--- config.mk ---
export PLATFORM = sky130hd
export DESIGN_NAME = incremental_pid_step_flat
export DESIGN_NICKNAME = d
export VERILOG_FILES = /design/src/sv/ipid_pkg.sv /design/src/sv/ipid_if.sv /design/src/sv/ipid_regs.sv /design/src/sv/ipid_ctrl.sv /design/src/sv/ipid_dp.sv /design/src/sv/incremental_pid_step.sv /design/src/flat_wrapper.sv
export SDC_FILE = /design/constraint.sdc
export NUM_CORES = 2
export LEC_CHECK = 0
export BUFFER_PORTS_ARGS = -buffer_cell sky130_fd_sc_hd__buf_2
export CAP_MARGIN = 10
export CORE_MARGIN = 1.5
export CORE_UTILIZATION = 30
export CTS_CLUSTER_SIZE = 28
export DETAILED_ROUTE_END_ITERATION = 6
export SYNTH_ARGS = -nofsm -noshare
export SYNTH_HDL_FRONTEND = slang
export SYNTH_SLANG_ARGS = --single-unit
--- constraint.sdc ---
create_clock -name i_clk -period 7.94 [get_ports i_clk]
set_clock_uncertainty 0.2 [all_clocks]
set_input_delay 1.588 -clock i_clk [delete_from_list [all_inputs] [get_ports i_clk]]
set_output_delay 1.588 -clock i_clk [all_outputs]
set_load 0.01 [all_outputs]
--- src/sv/ipid_pkg.sv ---
package ipid_pkg;

    // Fixed-point format and field widths
    localparam int FRAC_BITS  = 20;
    localparam int ADC_W      = 12;
    localparam int VOLT_W     = 22;
    localparam int COEF_W     = 24;
    localparam int SCALE_W    = 16;
    localparam int PWM_W      = 16;
    localparam int ERR_W      = 24;
    localparam int IDX_W      = 3;
    localparam int CFG_DATA_W = 24;

    // Shared multiplier: signed operands, one registered product
    localparam int MUL_W  = 25;
    localparam int PROD_W = 2 * MUL_W;
    localparam int SUM_W  = PROD_W - FRAC_BITS + 2;

    localparam logic [VOLT_W-1:0] VOLT_MAX = {VOLT_W{1'b1}};
    localparam logic [PWM_W-1:0]  PWM_MAX  = {PWM_W{1'b1}};

    // Register indexes of the configuration port
    localparam logic [IDX_W-1:0] REG_COEF_NOW   = 3'd0;
    localparam logic [IDX_W-1:0] REG_COEF_PREV  = 3'd1;
    localparam logic [IDX_W-1:0] REG_COEF_PREV2 = 3'd2;
    localparam logic [IDX_W-1:0] REG_VPC        = 3'd3;
    localparam logic [IDX_W-1:0] REG_DRIVE_MAX  = 3'd4;
    localparam logic [IDX_W-1:0] REG_CPV        = 3'd5;

    // Multiplier operand selection
    typedef logic [2:0] t_mul_sel;
    localparam t_mul_sel MUL_MEAS = 3'd0;
    localparam t_mul_sel MUL_E0   = 3'd1;
    localparam t_mul_sel MUL_E1   = 3'd2;
    localparam t_mul_sel MUL_E2   = 3'd3;
    localparam t_mul_sel MUL_PWM  = 3'd4;

    typedef struct packed {
        logic signed [COEF_W-1:0] coef_now;
        logic signed [COEF_W-1:0] coef_prev;
        logic signed [COEF_W-1:0] coef_prev2;
        logic [SCALE_W-1:0]       volts_per_code;
        logic [VOLT_W-1:0]        drive_max;
        logic [SCALE_W-1:0]       counts_per_volt;
    } t_cfg;

    // Commands from the controller to the datapath
    typedef struct packed {
        logic     cap_in;
        logic     mul_en;
        t_mul_sel mul_sel;
        logic     acc_first;
        logic     acc_add;
        logic     meas_en;
        logic     drive_en;
        logic     out_load;
    } t_cmd;

    // Status from the datapath to the controller
    typedef struct packed {
        logic closed;
        logic out_busy;
    } t_stat;

endpackage

--- src/sv/ipid_if.sv ---
interface ipid_in_if;
    import ipid_pkg::*;

    logic              valid;
    logic              ready;
    logic [ADC_W-1:0]  adc_sample;
    logic [VOLT_W-1:0] reference_volts;
    logic              closed_loop;

    modport source(output valid, adc_sample, reference_volts, closed_loop, input ready);
    modport sink(input valid, adc_sample, reference_volts, closed_loop, output ready);
endinterface

interface ipid_out_if;
    import ipid_pkg::*;

    logic              valid;
    logic              ready;
    logic [PWM_W-1:0]  pwm_compare;
    logic [VOLT_W-1:0] measured_volts;
    logic [VOLT_W-1:0] drive_volts;

    modport source(output valid, pwm_compare, measured_volts, drive_volts, input ready);
    modport sink(input valid, pwm_compare, measured_volts, drive_volts, output ready);
endinterface

interface ipid_cfg_if;
    import ipid_pkg::*;

    logic                  valid;
    logic                  ready;
    logic [IDX_W-1:0]      index;
    logic [CFG_DATA_W-1:0] data;

    modport source(output valid, index, data, input ready);
    modport sink(input valid, index, data, output ready);
endinterface

--- src/sv/ipid_regs.sv ---
module ipid_regs (
    input  logic                            i_clk,
    input  logic                            i_rst_n,
    input  logic                            i_wr_valid,
    input  logic [ipid_pkg::IDX_W-1:0]      i_wr_index,
    input  logic [ipid_pkg::CFG_DATA_W-1:0] i_wr_data,
    output logic                            o_wr_ready,
    output ipid_pkg::t_cfg                  o_cfg
);
    import ipid_pkg::*;

    t_cfg r_cfg;

    // Writes are taken in every cycle.
    assign o_wr_ready = 1'b1;
    assign o_cfg      = r_cfg;

    // Register file with reset values; unknown indexes are dropped.
    always_ff @(posedge i_clk) begin
        if (!i_rst_n) begin
            r_cfg.coef_now        <= 24'sd44040;
            r_cfg.coef_prev       <= -24'sd53477;
            r_cfg.coef_prev2      <= 24'sd26214;
            r_cfg.volts_per_code  <= 16'd845;
            r_cfg.drive_max       <= 22'd3460301;
            r_cfg.counts_per_volt <= 16'd7575;
        end else if (i_wr_valid) begin
            case (i_wr_index)
                REG_COEF_NOW:   r_cfg.coef_now        <= i_wr_data[COEF_W-1:0];
                REG_COEF_PREV:  r_cfg.coef_prev       <= i_wr_data[COEF_W-1:0];
                REG_COEF_PREV2: r_cfg.coef_prev2      <= i_wr_data[COEF_W-1:0];
                REG_VPC:        r_cfg.volts_per_code  <= i_wr_data[SCALE_W-1:0];
                REG_DRIVE_MAX:  r_cfg.drive_max       <= i_wr_data[VOLT_W-1:0];
                REG_CPV:        r_cfg.counts_per_volt <= i_wr_data[SCALE_W-1:0];
                default: begin
                end
            endcase
        end
    end

endmodule

--- src/sv/ipid_ctrl.sv ---
module ipid_ctrl (
    input  logic            i_clk,
    input  logic            i_rst_n,
    input  logic            i_in_valid,
    output logic            o_in_ready,
    input  ipid_pkg::t_stat i_stat,
    output ipid_pkg::t_cmd  o_cmd
);
    import ipid_pkg::*;

    localparam logic [3:0] ST_IDLE  = 4'd0;
    localparam logic [3:0] ST_MMEAS = 4'd1;
    localparam logic [3:0] ST_MEAS  = 4'd2;
    localparam logic [3:0] ST_M0    = 4'd3;
    localparam logic [3:0] ST_M1    = 4'd4;
    localparam logic [3:0] ST_M2    = 4'd5;
    localparam logic [3:0] ST_SUM   = 4'd6;
    localparam logic [3:0] ST_DRIVE = 4'd7;
    localparam logic [3:0] ST_MPWM  = 4'd8;
    localparam logic [3:0] ST_OUT   = 4'd9;

    logic [3:0] r_state;
    logic [3:0] n_state;

    assign o_in_ready = (r_state == ST_IDLE);

    // Sequencer: one multiply per step, accumulate on the following step.
    always_comb begin
        n_state       = r_state;
        o_cmd         = '0;
        o_cmd.mul_sel = MUL_MEAS;
        case (r_state)
            ST_IDLE: begin
                if (i_in_valid) begin
                    o_cmd.cap_in = 1'b1;
                    n_state      = ST_MMEAS;
                end
            end
            ST_MMEAS: begin
                o_cmd.mul_en  = 1'b1;
                o_cmd.mul_sel = MUL_MEAS;
                n_state       = ST_MEAS;
            end
            ST_MEAS: begin
                o_cmd.meas_en = 1'b1;
                n_state       = i_stat.closed ? ST_M0 : ST_MPWM;
            end
            ST_M0: begin
                o_cmd.mul_en  = 1'b1;
                o_cmd.mul_sel = MUL_E0;
                n_state       = ST_M1;
            end
            ST_M1: begin
                o_cmd.mul_en    = 1'b1;
                o_cmd.mul_sel   = MUL_E1;
                o_cmd.acc_first = 1'b1;
                n_state         = ST_M2;
            end
            ST_M2: begin
                o_cmd.mul_en  = 1'b1;
                o_cmd.mul_sel = MUL_E2;
                o_cmd.acc_add = 1'b1;
                n_state       = ST_SUM;
            end
            ST_SUM: begin
                o_cmd.acc_add = 1'b1;
                n_state       = ST_DRIVE;
            end
            ST_DRIVE: begin
                o_cmd.drive_en = 1'b1;
                n_state        = ST_MPWM;
            end
            ST_MPWM: begin
                o_cmd.mul_en  = 1'b1;
                o_cmd.mul_sel = MUL_PWM;
                n_state       = ST_OUT;
            end
            ST_OUT: begin
                // Wait here while the previous result is still unclaimed.
                if (!i_stat.out_busy) begin
                    o_cmd.out_load = 1'b1;
                    n_state        = ST_IDLE;
                end
            end
            default: begin
                n_state = ST_IDLE;
            end
        endcase
    end

    always_ff @(posedge i_clk) begin
        if (!i_rst_n) begin
            r_state <= ST_IDLE;
        end else begin
            r_state <= n_state;
        end
    end

endmodule

--- src/sv/ipid_dp.sv ---
module ipid_dp (
    input  logic                        i_clk,
    input  logic                        i_rst_n,
    input  ipid_pkg::t_cmd              i_cmd,
    input  ipid_pkg::t_cfg              i_cfg,
    input  logic [ipid_pkg::ADC_W-1:0]  i_adc_sample,
    input  logic [ipid_pkg::VOLT_W-1:0] i_reference_volts,
    input  logic                        i_closed_loop,
    input  logic                        i_out_ready,
    output logic                        o_out_valid,
    output logic [ipid_pkg::PWM_W-1:0]  o_pwm_compare,
    output logic [ipid_pkg::VOLT_W-1:0] o_measured_volts,
    output logic [ipid_pkg::VOLT_W-1:0] o_drive_volts,
    output ipid_pkg::t_stat             o_stat
);
    import ipid_pkg::*;

    // Captured request
    logic [ADC_W-1:0]  r_adc;
    logic [VOLT_W-1:0] r_ref;
    logic              r_closed;

    // Working registers
    logic signed [PROD_W-1:0] r_prod;
    logic signed [PROD_W-1:0] r_acc;
    logic [VOLT_W-1:0]        r_meas;
    logic signed [ERR_W-1:0]  r_err;
    logic [VOLT_W-1:0]        r_drive;

    // Loop state
    logic [VOLT_W-1:0]       r_last_drive;
    logic signed [ERR_W-1:0] r_err_prev;
    logic signed [ERR_W-1:0] r_err_prev2;

    // Result register
    logic              r_out_valid;
    logic [PWM_W-1:0]  r_pwm;
    logic [VOLT_W-1:0] r_out_meas;
    logic [VOLT_W-1:0] r_out_drive;

    logic signed [MUL_W-1:0]  mul_a;
    logic signed [MUL_W-1:0]  mul_b;
    logic [VOLT_W-1:0]        meas_sat;
    logic signed [SUM_W-1:0]  drive_sum;
    logic [VOLT_W-1:0]        drive_clamped;
    logic [PWM_W-1:0]         pwm_sat;

    assign o_stat.closed   = r_closed;
    assign o_stat.out_busy = r_out_valid && !i_out_ready;

    assign o_out_valid      = r_out_valid;
    assign o_pwm_compare    = r_pwm;
    assign o_measured_volts = r_out_meas;
    assign o_drive_volts    = r_out_drive;

    // Operand selection for the shared signed multiplier.
    always_comb begin
        case (i_cmd.mul_sel)
            MUL_MEAS: begin
                mul_a = MUL_W'(signed'({1'b0, r_adc}));
                mul_b = MUL_W'(signed'({1'b0, i_cfg.volts_per_code}));
            end
            MUL_E0: begin
                mul_a = MUL_W'(i_cfg.coef_now);
                mul_b = MUL_W'(r_err);
            end
            MUL_E1: begin
                mul_a = MUL_W'(i_cfg.coef_prev);
                mul_b = MUL_W'(r_err_prev);
            end
            MUL_E2: begin
                mul_a = MUL_W'(i_cfg.coef_prev2);
                mul_b = MUL_W'(r_err_prev2);
            end
            MUL_PWM: begin
                mul_a = MUL_W'(signed'({1'b0, r_drive}));
                mul_b = MUL_W'(signed'({1'b0, i_cfg.counts_per_volt}));
            end
            default: begin
                mul_a = '0;
                mul_b = '0;
            end
        endcase
    end

    // Measured voltage saturates at the top of its field.
    assign meas_sat = (r_prod[PROD_W-1:VOLT_W] != '0) ? VOLT_MAX : r_prod[VOLT_W-1:0];

    // New drive: previous drive plus the floored sum, clamped to 0..drive_max.
    assign drive_sum = SUM_W'(signed'(r_acc[PROD_W-1:FRAC_BITS]))
                     + SUM_W'(signed'({1'b0, r_last_drive}));

    always_comb begin
        if (drive_sum < 0) begin
            drive_clamped = '0;
        end else if (drive_sum > SUM_W'(signed'({1'b0, i_cfg.drive_max}))) begin
            drive_clamped = i_cfg.drive_max;
        end else begin
            drive_clamped = drive_sum[VOLT_W-1:0];
        end
    end

    // Compare level: product scaled down, saturated at full scale.
    assign pwm_sat = (r_prod[PROD_W-1:FRAC_BITS+PWM_W] != '0) ? PWM_MAX
                   : r_prod[FRAC_BITS+PWM_W-1:FRAC_BITS];

    // Working path, no reset needed.
    always_ff @(posedge i_clk) begin
        if (i_cmd.cap_in) begin
            r_adc    <= i_adc_sample;
            r_ref    <= i_reference_volts;
            r_closed <= i_closed_loop;
        end
        if (i_cmd.mul_en) begin
            r_prod <= mul_a * mul_b;
        end
        if (i_cmd.acc_first) begin
            r_acc <= r_prod;
        end else if (i_cmd.acc_add) begin
            r_acc <= r_acc + r_prod;
        end
        if (i_cmd.meas_en) begin
            r_meas <= meas_sat;
            r_err  <= ERR_W'(signed'({1'b0, r_ref})) - ERR_W'(signed'({1'b0, meas_sat}));
            if (!r_closed) begin
                r_drive <= r_ref;
            end
        end
        if (i_cmd.drive_en) begin
            r_drive <= drive_clamped;
        end
        if (i_cmd.out_load) begin
            r_pwm       <= pwm_sat;
            r_out_meas  <= r_meas;
            r_out_drive <= r_drive;
        end
    end

    // Loop state and result handshake.
    always_ff @(posedge i_clk) begin
        if (!i_rst_n) begin
            r_last_drive <= '0;
            r_err_prev   <= '0;
            r_err_prev2  <= '0;
            r_out_valid  <= 1'b0;
        end else begin
            if (i_cmd.drive_en) begin
                r_err_prev2 <= r_err_prev;
                r_err_prev  <= r_err;
            end
            if (i_cmd.out_load) begin
                r_last_drive <= r_drive;
                r_out_valid  <= 1'b1;
            end else if (i_out_ready) begin
                r_out_valid <= 1'b0;
            end
        end
    end

endmodule

--- src/sv/incremental_pid_step.sv ---
// Incremental PID step: one drive update per sample request.
// i_in carries a 12-bit converter code, the setpoint voltage and the
// closed-loop flag; o_out returns the PWM compare level, the measured
// voltage and the drive voltage; i_cfg writes the six control registers
// by index (writes are taken in every cycle; the user must write them
// only while the block is idle; the block itself does not enforce this).
// All arithmetic goes through one shared 25x25 signed multiplier with a
// registered product, run by a small sequencer. In closed loop a request
// is scaled, three error terms are multiplied and accumulated, the new
// drive is clamped and scaled to PWM counts; in open loop the setpoint
// is taken as the drive. A request is taken only while the sequencer is
// idle, so no new request is taken before the last one is finished; the
// next one can be taken while a result still waits in the output register.
// If the receiver stalls, the sequencer holds its finished result at the
// final step until the output register frees up.
// Reset clears the drive and error history, loads the default control
// registers and empties the output register.
module incremental_pid_step (
    input  logic   i_clk,
    input  logic   i_rst_n,
    ipid_in_if.sink     i_in,
    ipid_out_if.source  o_out,
    ipid_cfg_if.sink    i_cfg
);
    import ipid_pkg::*;

    t_cfg  cfg;
    t_cmd  cmd;
    t_stat stat;

    ipid_regs u_regs (
        .i_clk      (i_clk),
        .i_rst_n    (i_rst_n),
        .i_wr_valid (i_cfg.valid),
        .i_wr_index (i_cfg.index),
        .i_wr_data  (i_cfg.data),
        .o_wr_ready (i_cfg.ready),
        .o_cfg      (cfg)
    );

    ipid_ctrl u_ctrl (
        .i_clk      (i_clk),
        .i_rst_n    (i_rst_n),
        .i_in_valid (i_in.valid),
        .o_in_ready (i_in.ready),
        .i_stat     (stat),
        .o_cmd      (cmd)
    );

    ipid_dp u_dp (
        .i_clk             (i_clk),
        .i_rst_n           (i_rst_n),
        .i_cmd             (cmd),
        .i_cfg             (cfg),
        .i_adc_sample      (i_in.adc_sample),
        .i_reference_volts (i_in.reference_volts),
        .i_closed_loop     (i_in.closed_loop),
        .i_out_ready       (o_out.ready),
        .o_out_valid       (o_out.valid),
        .o_pwm_compare     (o_out.pwm_compare),
        .o_measured_volts  (o_out.measured_volts),
        .o_drive_volts     (o_out.drive_volts),
        .o_stat            (stat)
    );

    // A new result never overwrites one that is still waiting.
    a_no_overwrite: assert property (@(posedge i_clk) disable iff (!i_rst_n)
        cmd.out_load |-> !(o_out.valid && !o_out.ready))
        else $error("result loaded over a pending result");

    // Loading a result always presents it on the next cycle.
    a_load_shows: assert property (@(posedge i_clk) disable iff (!i_rst_n)
        cmd.out_load |=> o_out.valid)
        else $error("loaded result not presented");

    // Once a request is taken, no second one is taken until it is done.
    a_one_in_flight: assert property (@(posedge i_clk) disable iff (!i_rst_n)
        (i_in.valid && i_in.ready) |=> !i_in.ready)
        else $error("request taken while another is in progress");

    // Capture, scaling, drive update and result load are separate steps.
    a_steps_exclusive: assert property (@(posedge i_clk) disable iff (!i_rst_n)
        $onehot0({cmd.cap_in, cmd.meas_en, cmd.drive_en, cmd.out_load}))
        else $error("sequencer steps overlap");

endmodule
--- src/flat_wrapper.sv ---
// flat-port wrapper written by rule: the top's interface ports become plain ports
module incremental_pid_step_flat import ipid_pkg::*;
  (i_clk, i_rst_n, i_in_valid, i_in_adc_sample, i_in_reference_volts, i_in_closed_loop, i_in_ready, o_out_valid, o_out_pwm_compare, o_out_measured_volts, o_out_drive_volts, o_out_ready, i_cfg_valid, i_cfg_index, i_cfg_data, i_cfg_ready);
  ipid_in_if i_in_i ();
  ipid_out_if o_out_i ();
  ipid_cfg_if i_cfg_i ();
  input  logic i_clk;
  input  logic i_rst_n;
  input wire logic [$bits(i_in_i.valid)-1:0] i_in_valid;
  input wire logic [$bits(i_in_i.adc_sample)-1:0] i_in_adc_sample;
  input wire logic [$bits(i_in_i.reference_volts)-1:0] i_in_reference_volts;
  input wire logic [$bits(i_in_i.closed_loop)-1:0] i_in_closed_loop;
  output wire logic [$bits(i_in_i.ready)-1:0] i_in_ready;
  output wire logic [$bits(o_out_i.valid)-1:0] o_out_valid;
  output wire logic [$bits(o_out_i.pwm_compare)-1:0] o_out_pwm_compare;
  output wire logic [$bits(o_out_i.measured_volts)-1:0] o_out_measured_volts;
  output wire logic [$bits(o_out_i.drive_volts)-1:0] o_out_drive_volts;
  input wire logic [$bits(o_out_i.ready)-1:0] o_out_ready;
  input wire logic [$bits(i_cfg_i.valid)-1:0] i_cfg_valid;
  input wire logic [$bits(i_cfg_i.index)-1:0] i_cfg_index;
  input wire logic [$bits(i_cfg_i.data)-1:0] i_cfg_data;
  output wire logic [$bits(i_cfg_i.ready)-1:0] i_cfg_ready;
  assign i_in_i.valid = i_in_valid;
  assign i_in_i.adc_sample = i_in_adc_sample;
  assign i_in_i.reference_volts = i_in_reference_volts;
  assign i_in_i.closed_loop = i_in_closed_loop;
  assign i_in_ready = i_in_i.ready;
  assign o_out_valid = o_out_i.valid;
  assign o_out_pwm_compare = o_out_i.pwm_compare;
  assign o_out_measured_volts = o_out_i.measured_volts;
  assign o_out_drive_volts = o_out_i.drive_volts;
  assign o_out_i.ready = o_out_ready;
  assign i_cfg_i.valid = i_cfg_valid;
  assign i_cfg_i.index = i_cfg_index;
  assign i_cfg_i.data = i_cfg_data;
  assign i_cfg_ready = i_cfg_i.ready;
  incremental_pid_step u_core (.i_clk(i_clk), .i_rst_n(i_rst_n), .i_in(i_in_i), .o_out(o_out_i), .i_cfg(i_cfg_i));
endmodule
==> results by group <==
Hold path
  • Type of the most critical hold path: flop to flop

Cells and area
  • Multi-input combinational cell area: 31400 µm²
  • Reg area: roughly 12000 µm²
  • Area delta synth->final: 23.9%
  • Non-Filler Instances: about 7500
  • Nets@finish: 6444
  • Final Cell Area: 56500 µm²
  • Layout cell share with drive strength beyond 1: 21.0%
  • Fillers: around 15000

Timing
  • Minimum clock period after layout: 8.44 ns
  • Slew @ Worst Pin: 1.22 ns
  • Fin. max-slew vios: 0
  • Fmax: about 120 MHz
  • Final setup violation count: 20
  • Total negative slack: -5.81 ns
  • Final Worst Setup Slack: -0.505 ns
  • RSZ-0062 raised after global routing: true
  • Final Hold Fails: 0
  • Hold slack: between 0.2 and 0.25 ns
  • Slew headroom: 18.9%
  • Final critical-path share of the clock period: 106%

Synth
  • Syn Nets: 5924
  • Top cell type's share of synthesized area: around 28%
  • Synth cell types: 87
  • Top_reg_cell synth: edfxtp_1
  • Ranking of synthesized cells by area: fa_1 (28%), edfxtp_1 (17%), dfxtp_1 (8.7%)
  • Synthesis-stage register bit count: 461
  • Syn Area/Cell: 9.19 µm²
  • Most common cell in the netlist: nand2_1
  • Asr flop ratio synth: 0%
  • Post-synth top area cell: fa_1
  • Register area share after synthesis: 26.0%
  • EDFF count, synth: ~260
  • Synth cell count leaders: nand2_1 (911), inv_1 (756), fa_1 (642), nor2_1 (387), edfxtp_1 (262)
  • Mapped cell area: roughly 46000 µm²
  • Syn Inst Count: 4960
  • Syn. warnings: 0

Floorplanning
  • Area of the core: around 150000 µm²
  • Initial Utilization: 30.3%
  • Die W: 393 µm
  • Die area: 154000 µm²
  • Chip height: 393 µm
  • Row count: 142
  • I/O pin cnt: 130

Routing
  • Vias per cell: 5.04
  • ANT nets after route: 0
  • Drt initial violations: 3309
  • DR WL/cell: 20.9 µm
  • Total number of vias: approximately 38000
  • Pre-antenna DRT Iters: 7
  • Routed WL: ~160000 µm
  • Drt drc: 13

Status
  • Run status: complete, but fails checks
  • Failing checks: design-rule violations, negative setup slack

Placed design
  • DP Area: approximately 52000 µm²
  • Buffers on Ports: ~130
  • DP Cell Count: 7339
  • Post-DP HPWL: 127000 µm
  • Post-place setup slack: -1.16 ns
  • GPL Wtd Cong: ~0.98

Clocking
  • H-Tree Depth: 2
  • CTS Buffer Depth: 3
  • Hold Buf Count CTS: 0
  • Clock root cell: clkbuf_16
  • Worst-path clk slew: roughly 0.06 ns
  • Num CTS Buffers: between 40 and 50
  • CTS tree: yes
  • Sink Count: 461
  • Clk Latency, worst-skew pair: 0.63 ns

Critical path
  • Crit start category: flop
  • Slowest stage delay, CP: between 0.6 and 0.7 ns
  • Worst Setup Path Type: flop to flop
  • CP Max Fanout: 11
  • Most common cell on crit path: fa_1
  • Arrival time at the worst endpoint: 8.61 ns
  • Crit path max-delay cell type: fa_1
  • Critical Path RT: around 8.1 ns
  • Critical Path Sink Type: flop

Global routing
  • Vias in the first global route: 37500
  • GRT overflow: 0
  • Initial antenna violation count: 9
  • Overall routing resource usage: 20.2%
  • Pin count of the biggest net entering global routing: 102
  • First-pass GRT wire length: 234000 µm

Pwr
  • Peak VDD IR: 0.894 mV
  • PD cells: just under 300 nW/µm²
  • P_leak: 0.0253 µW

Flow run
  • # Max-Cap Violations: 0
-- worst max-delay path: cells and delay by family, from the launching register on --
| family | cells | cell delay [ns] |
|---|---|---|
| AO/OA/AOI/OAI | 7 | 1.58 |
| XOR/XNOR | 1 | 0.05 |
| adder cells (fa/ha/maj) | 8 | 3.99 |
| buffers and inverters | 11 | 1.37 |
| flip-flops | 1 | 0.33 |
| AND/OR/NAND/NOR | 5 | 0.65 |
-- area by class of cell --
type | count | share of cell area [%]
timing repair buffer | 716 | 10.9
multi-input combinational | 3497 | 55.6
clock buffer | 56 | 2.22
sequential | 461 | 21.0
tap | 2016 | 4.47
antenna | 5 | 0.0222
inverter | 757 | 5.03
clock inverter | 31 | 0.758
-- flip-flops by register name (all words and copies together) (netlist names) --
signal,count
u_core.u_ctrl.r_state,4
u_core.u_dp.o_drive_volts,22
u_core.u_dp.o_measured_volts,22
u_core.u_dp.o_out_valid,1
u_core.u_dp.o_pwm_compare,16
u_core.u_dp.r_acc,50
u_core.u_dp.r_adc,12
u_core.u_dp.r_closed,1
u_core.u_dp.r_drive,22
u_core.u_dp.r_err,23
u_core.u_dp.r_err_prev,23
u_core.u_dp.r_err_prev2,23
u_core.u_dp.r_last_drive,22
u_core.u_dp.r_meas,22
u_core.u_dp.r_prod,50
u_core.u_dp.r_ref,22
u_core.u_regs.o_cfg,126
-- cell usage in the layout, fill, tap and decap left out, types with 17 or more instances in the layout --
cell type  count
inv_2         38
nor2_2        27
a21oi_1      141
ha_4          18
o21a_1        24
ha_1         234
nand2_1      879
dfxtp_1      196
inv_1        717
a21o_1        80
o21ai_0       71
and2_1        24
nand2b_1      27
a32oi_1       22
buf_4        450
buf_6         69
nand2_2       25
fa_1         630
edfxtp_1     262
buf_12        54
clkbuf_16     50
a22oi_1       31
nor2_1       349
xor2_1        39
or2_2         43
nand3_1      104
a22oi_2       35
buf_2        127
nor2b_1       18
nor3_1        31
o211ai_1      34
nor4bb_1      17
xnor2_1       82
a21boi_0     139
nand4_1       39
-- path summary, 6_finish.rpt --
path,slack [ns],to,depth (start not counted),from
max,-0.50,u_core.u_dp.r_prod[45],32,u_core.u_ctrl.r_state[2]
min,0.22,u_core.u_dp.o_measured_volts[6],0,u_core.u_dp.r_meas[6]
max reg2reg,-0.50,u_core.u_dp.r_prod[45],32,u_core.u_ctrl.r_state[2]
min reg2reg,0.22,u_core.u_dp.o_measured_volts[6],0,u_core.u_dp.r_meas[6]
-- stage by stage --
stage          power, µW  utilization (%)
6_report           16500             37.6
5_1_grt            17600             37.6
4_1_cts            15500             36.7
3_5_place_dp       12500             34.6
3_3_place_gp       12400             34.6
2_1_floorplan       8170                -
-- repair_timing --
action,in CTS,in global routing
pin swaps,103,132
gates cloned,3,2
setup endpoints to repair,33,30
buffers inserted,59,58
gates resized for setup,239,220
-- per-layer routing --
layer / up-vias / part of all wire (%) / global-route usage (%)
met2: 1512 / 46 / 32.0
met1: 19200 / 42 / 27.6
met3: 276 / 8.9 / 4.07
li1: 17000 / - / -
met4: 6 / 3.6 / 6.23
met5: - / 0.023 / 0
-- cells by family (layout without fill, tap and decap cells) --
| logic type | Yosys count | in the layout | synth area share [%] |
|---|---|---|---|
| XOR/XNOR | 129 | 129 | 2.48 |
| AND/OR/NAND/NOR | 1712 | 1713 | 16.3 |
| adder cells (fa/ha/maj) | 897 | 897 | 35.2 |
| multiplexers | 5 | 5 | 0.118 |
| other | 1 | 6 | 0.00823 |
| flip-flops | 461 | 461 | 26.0 |
| AO/OA/AOI/OAI | 752 | 752 | 11.5 |
| buffers and inverters | 1003 | 1560 | 8.36 |
-- power breakdown --
group	total (µW)	switching, µW	leakage [µW]	internal [µW]
Combinational	10800	5760	0.0204	5080
Clock	2460	1030	0.000812	1430
Sequential	3180	194	0.00403	2990
Total	16500	6990	0.0253	9500
Power figures use the tool's default switching activity.
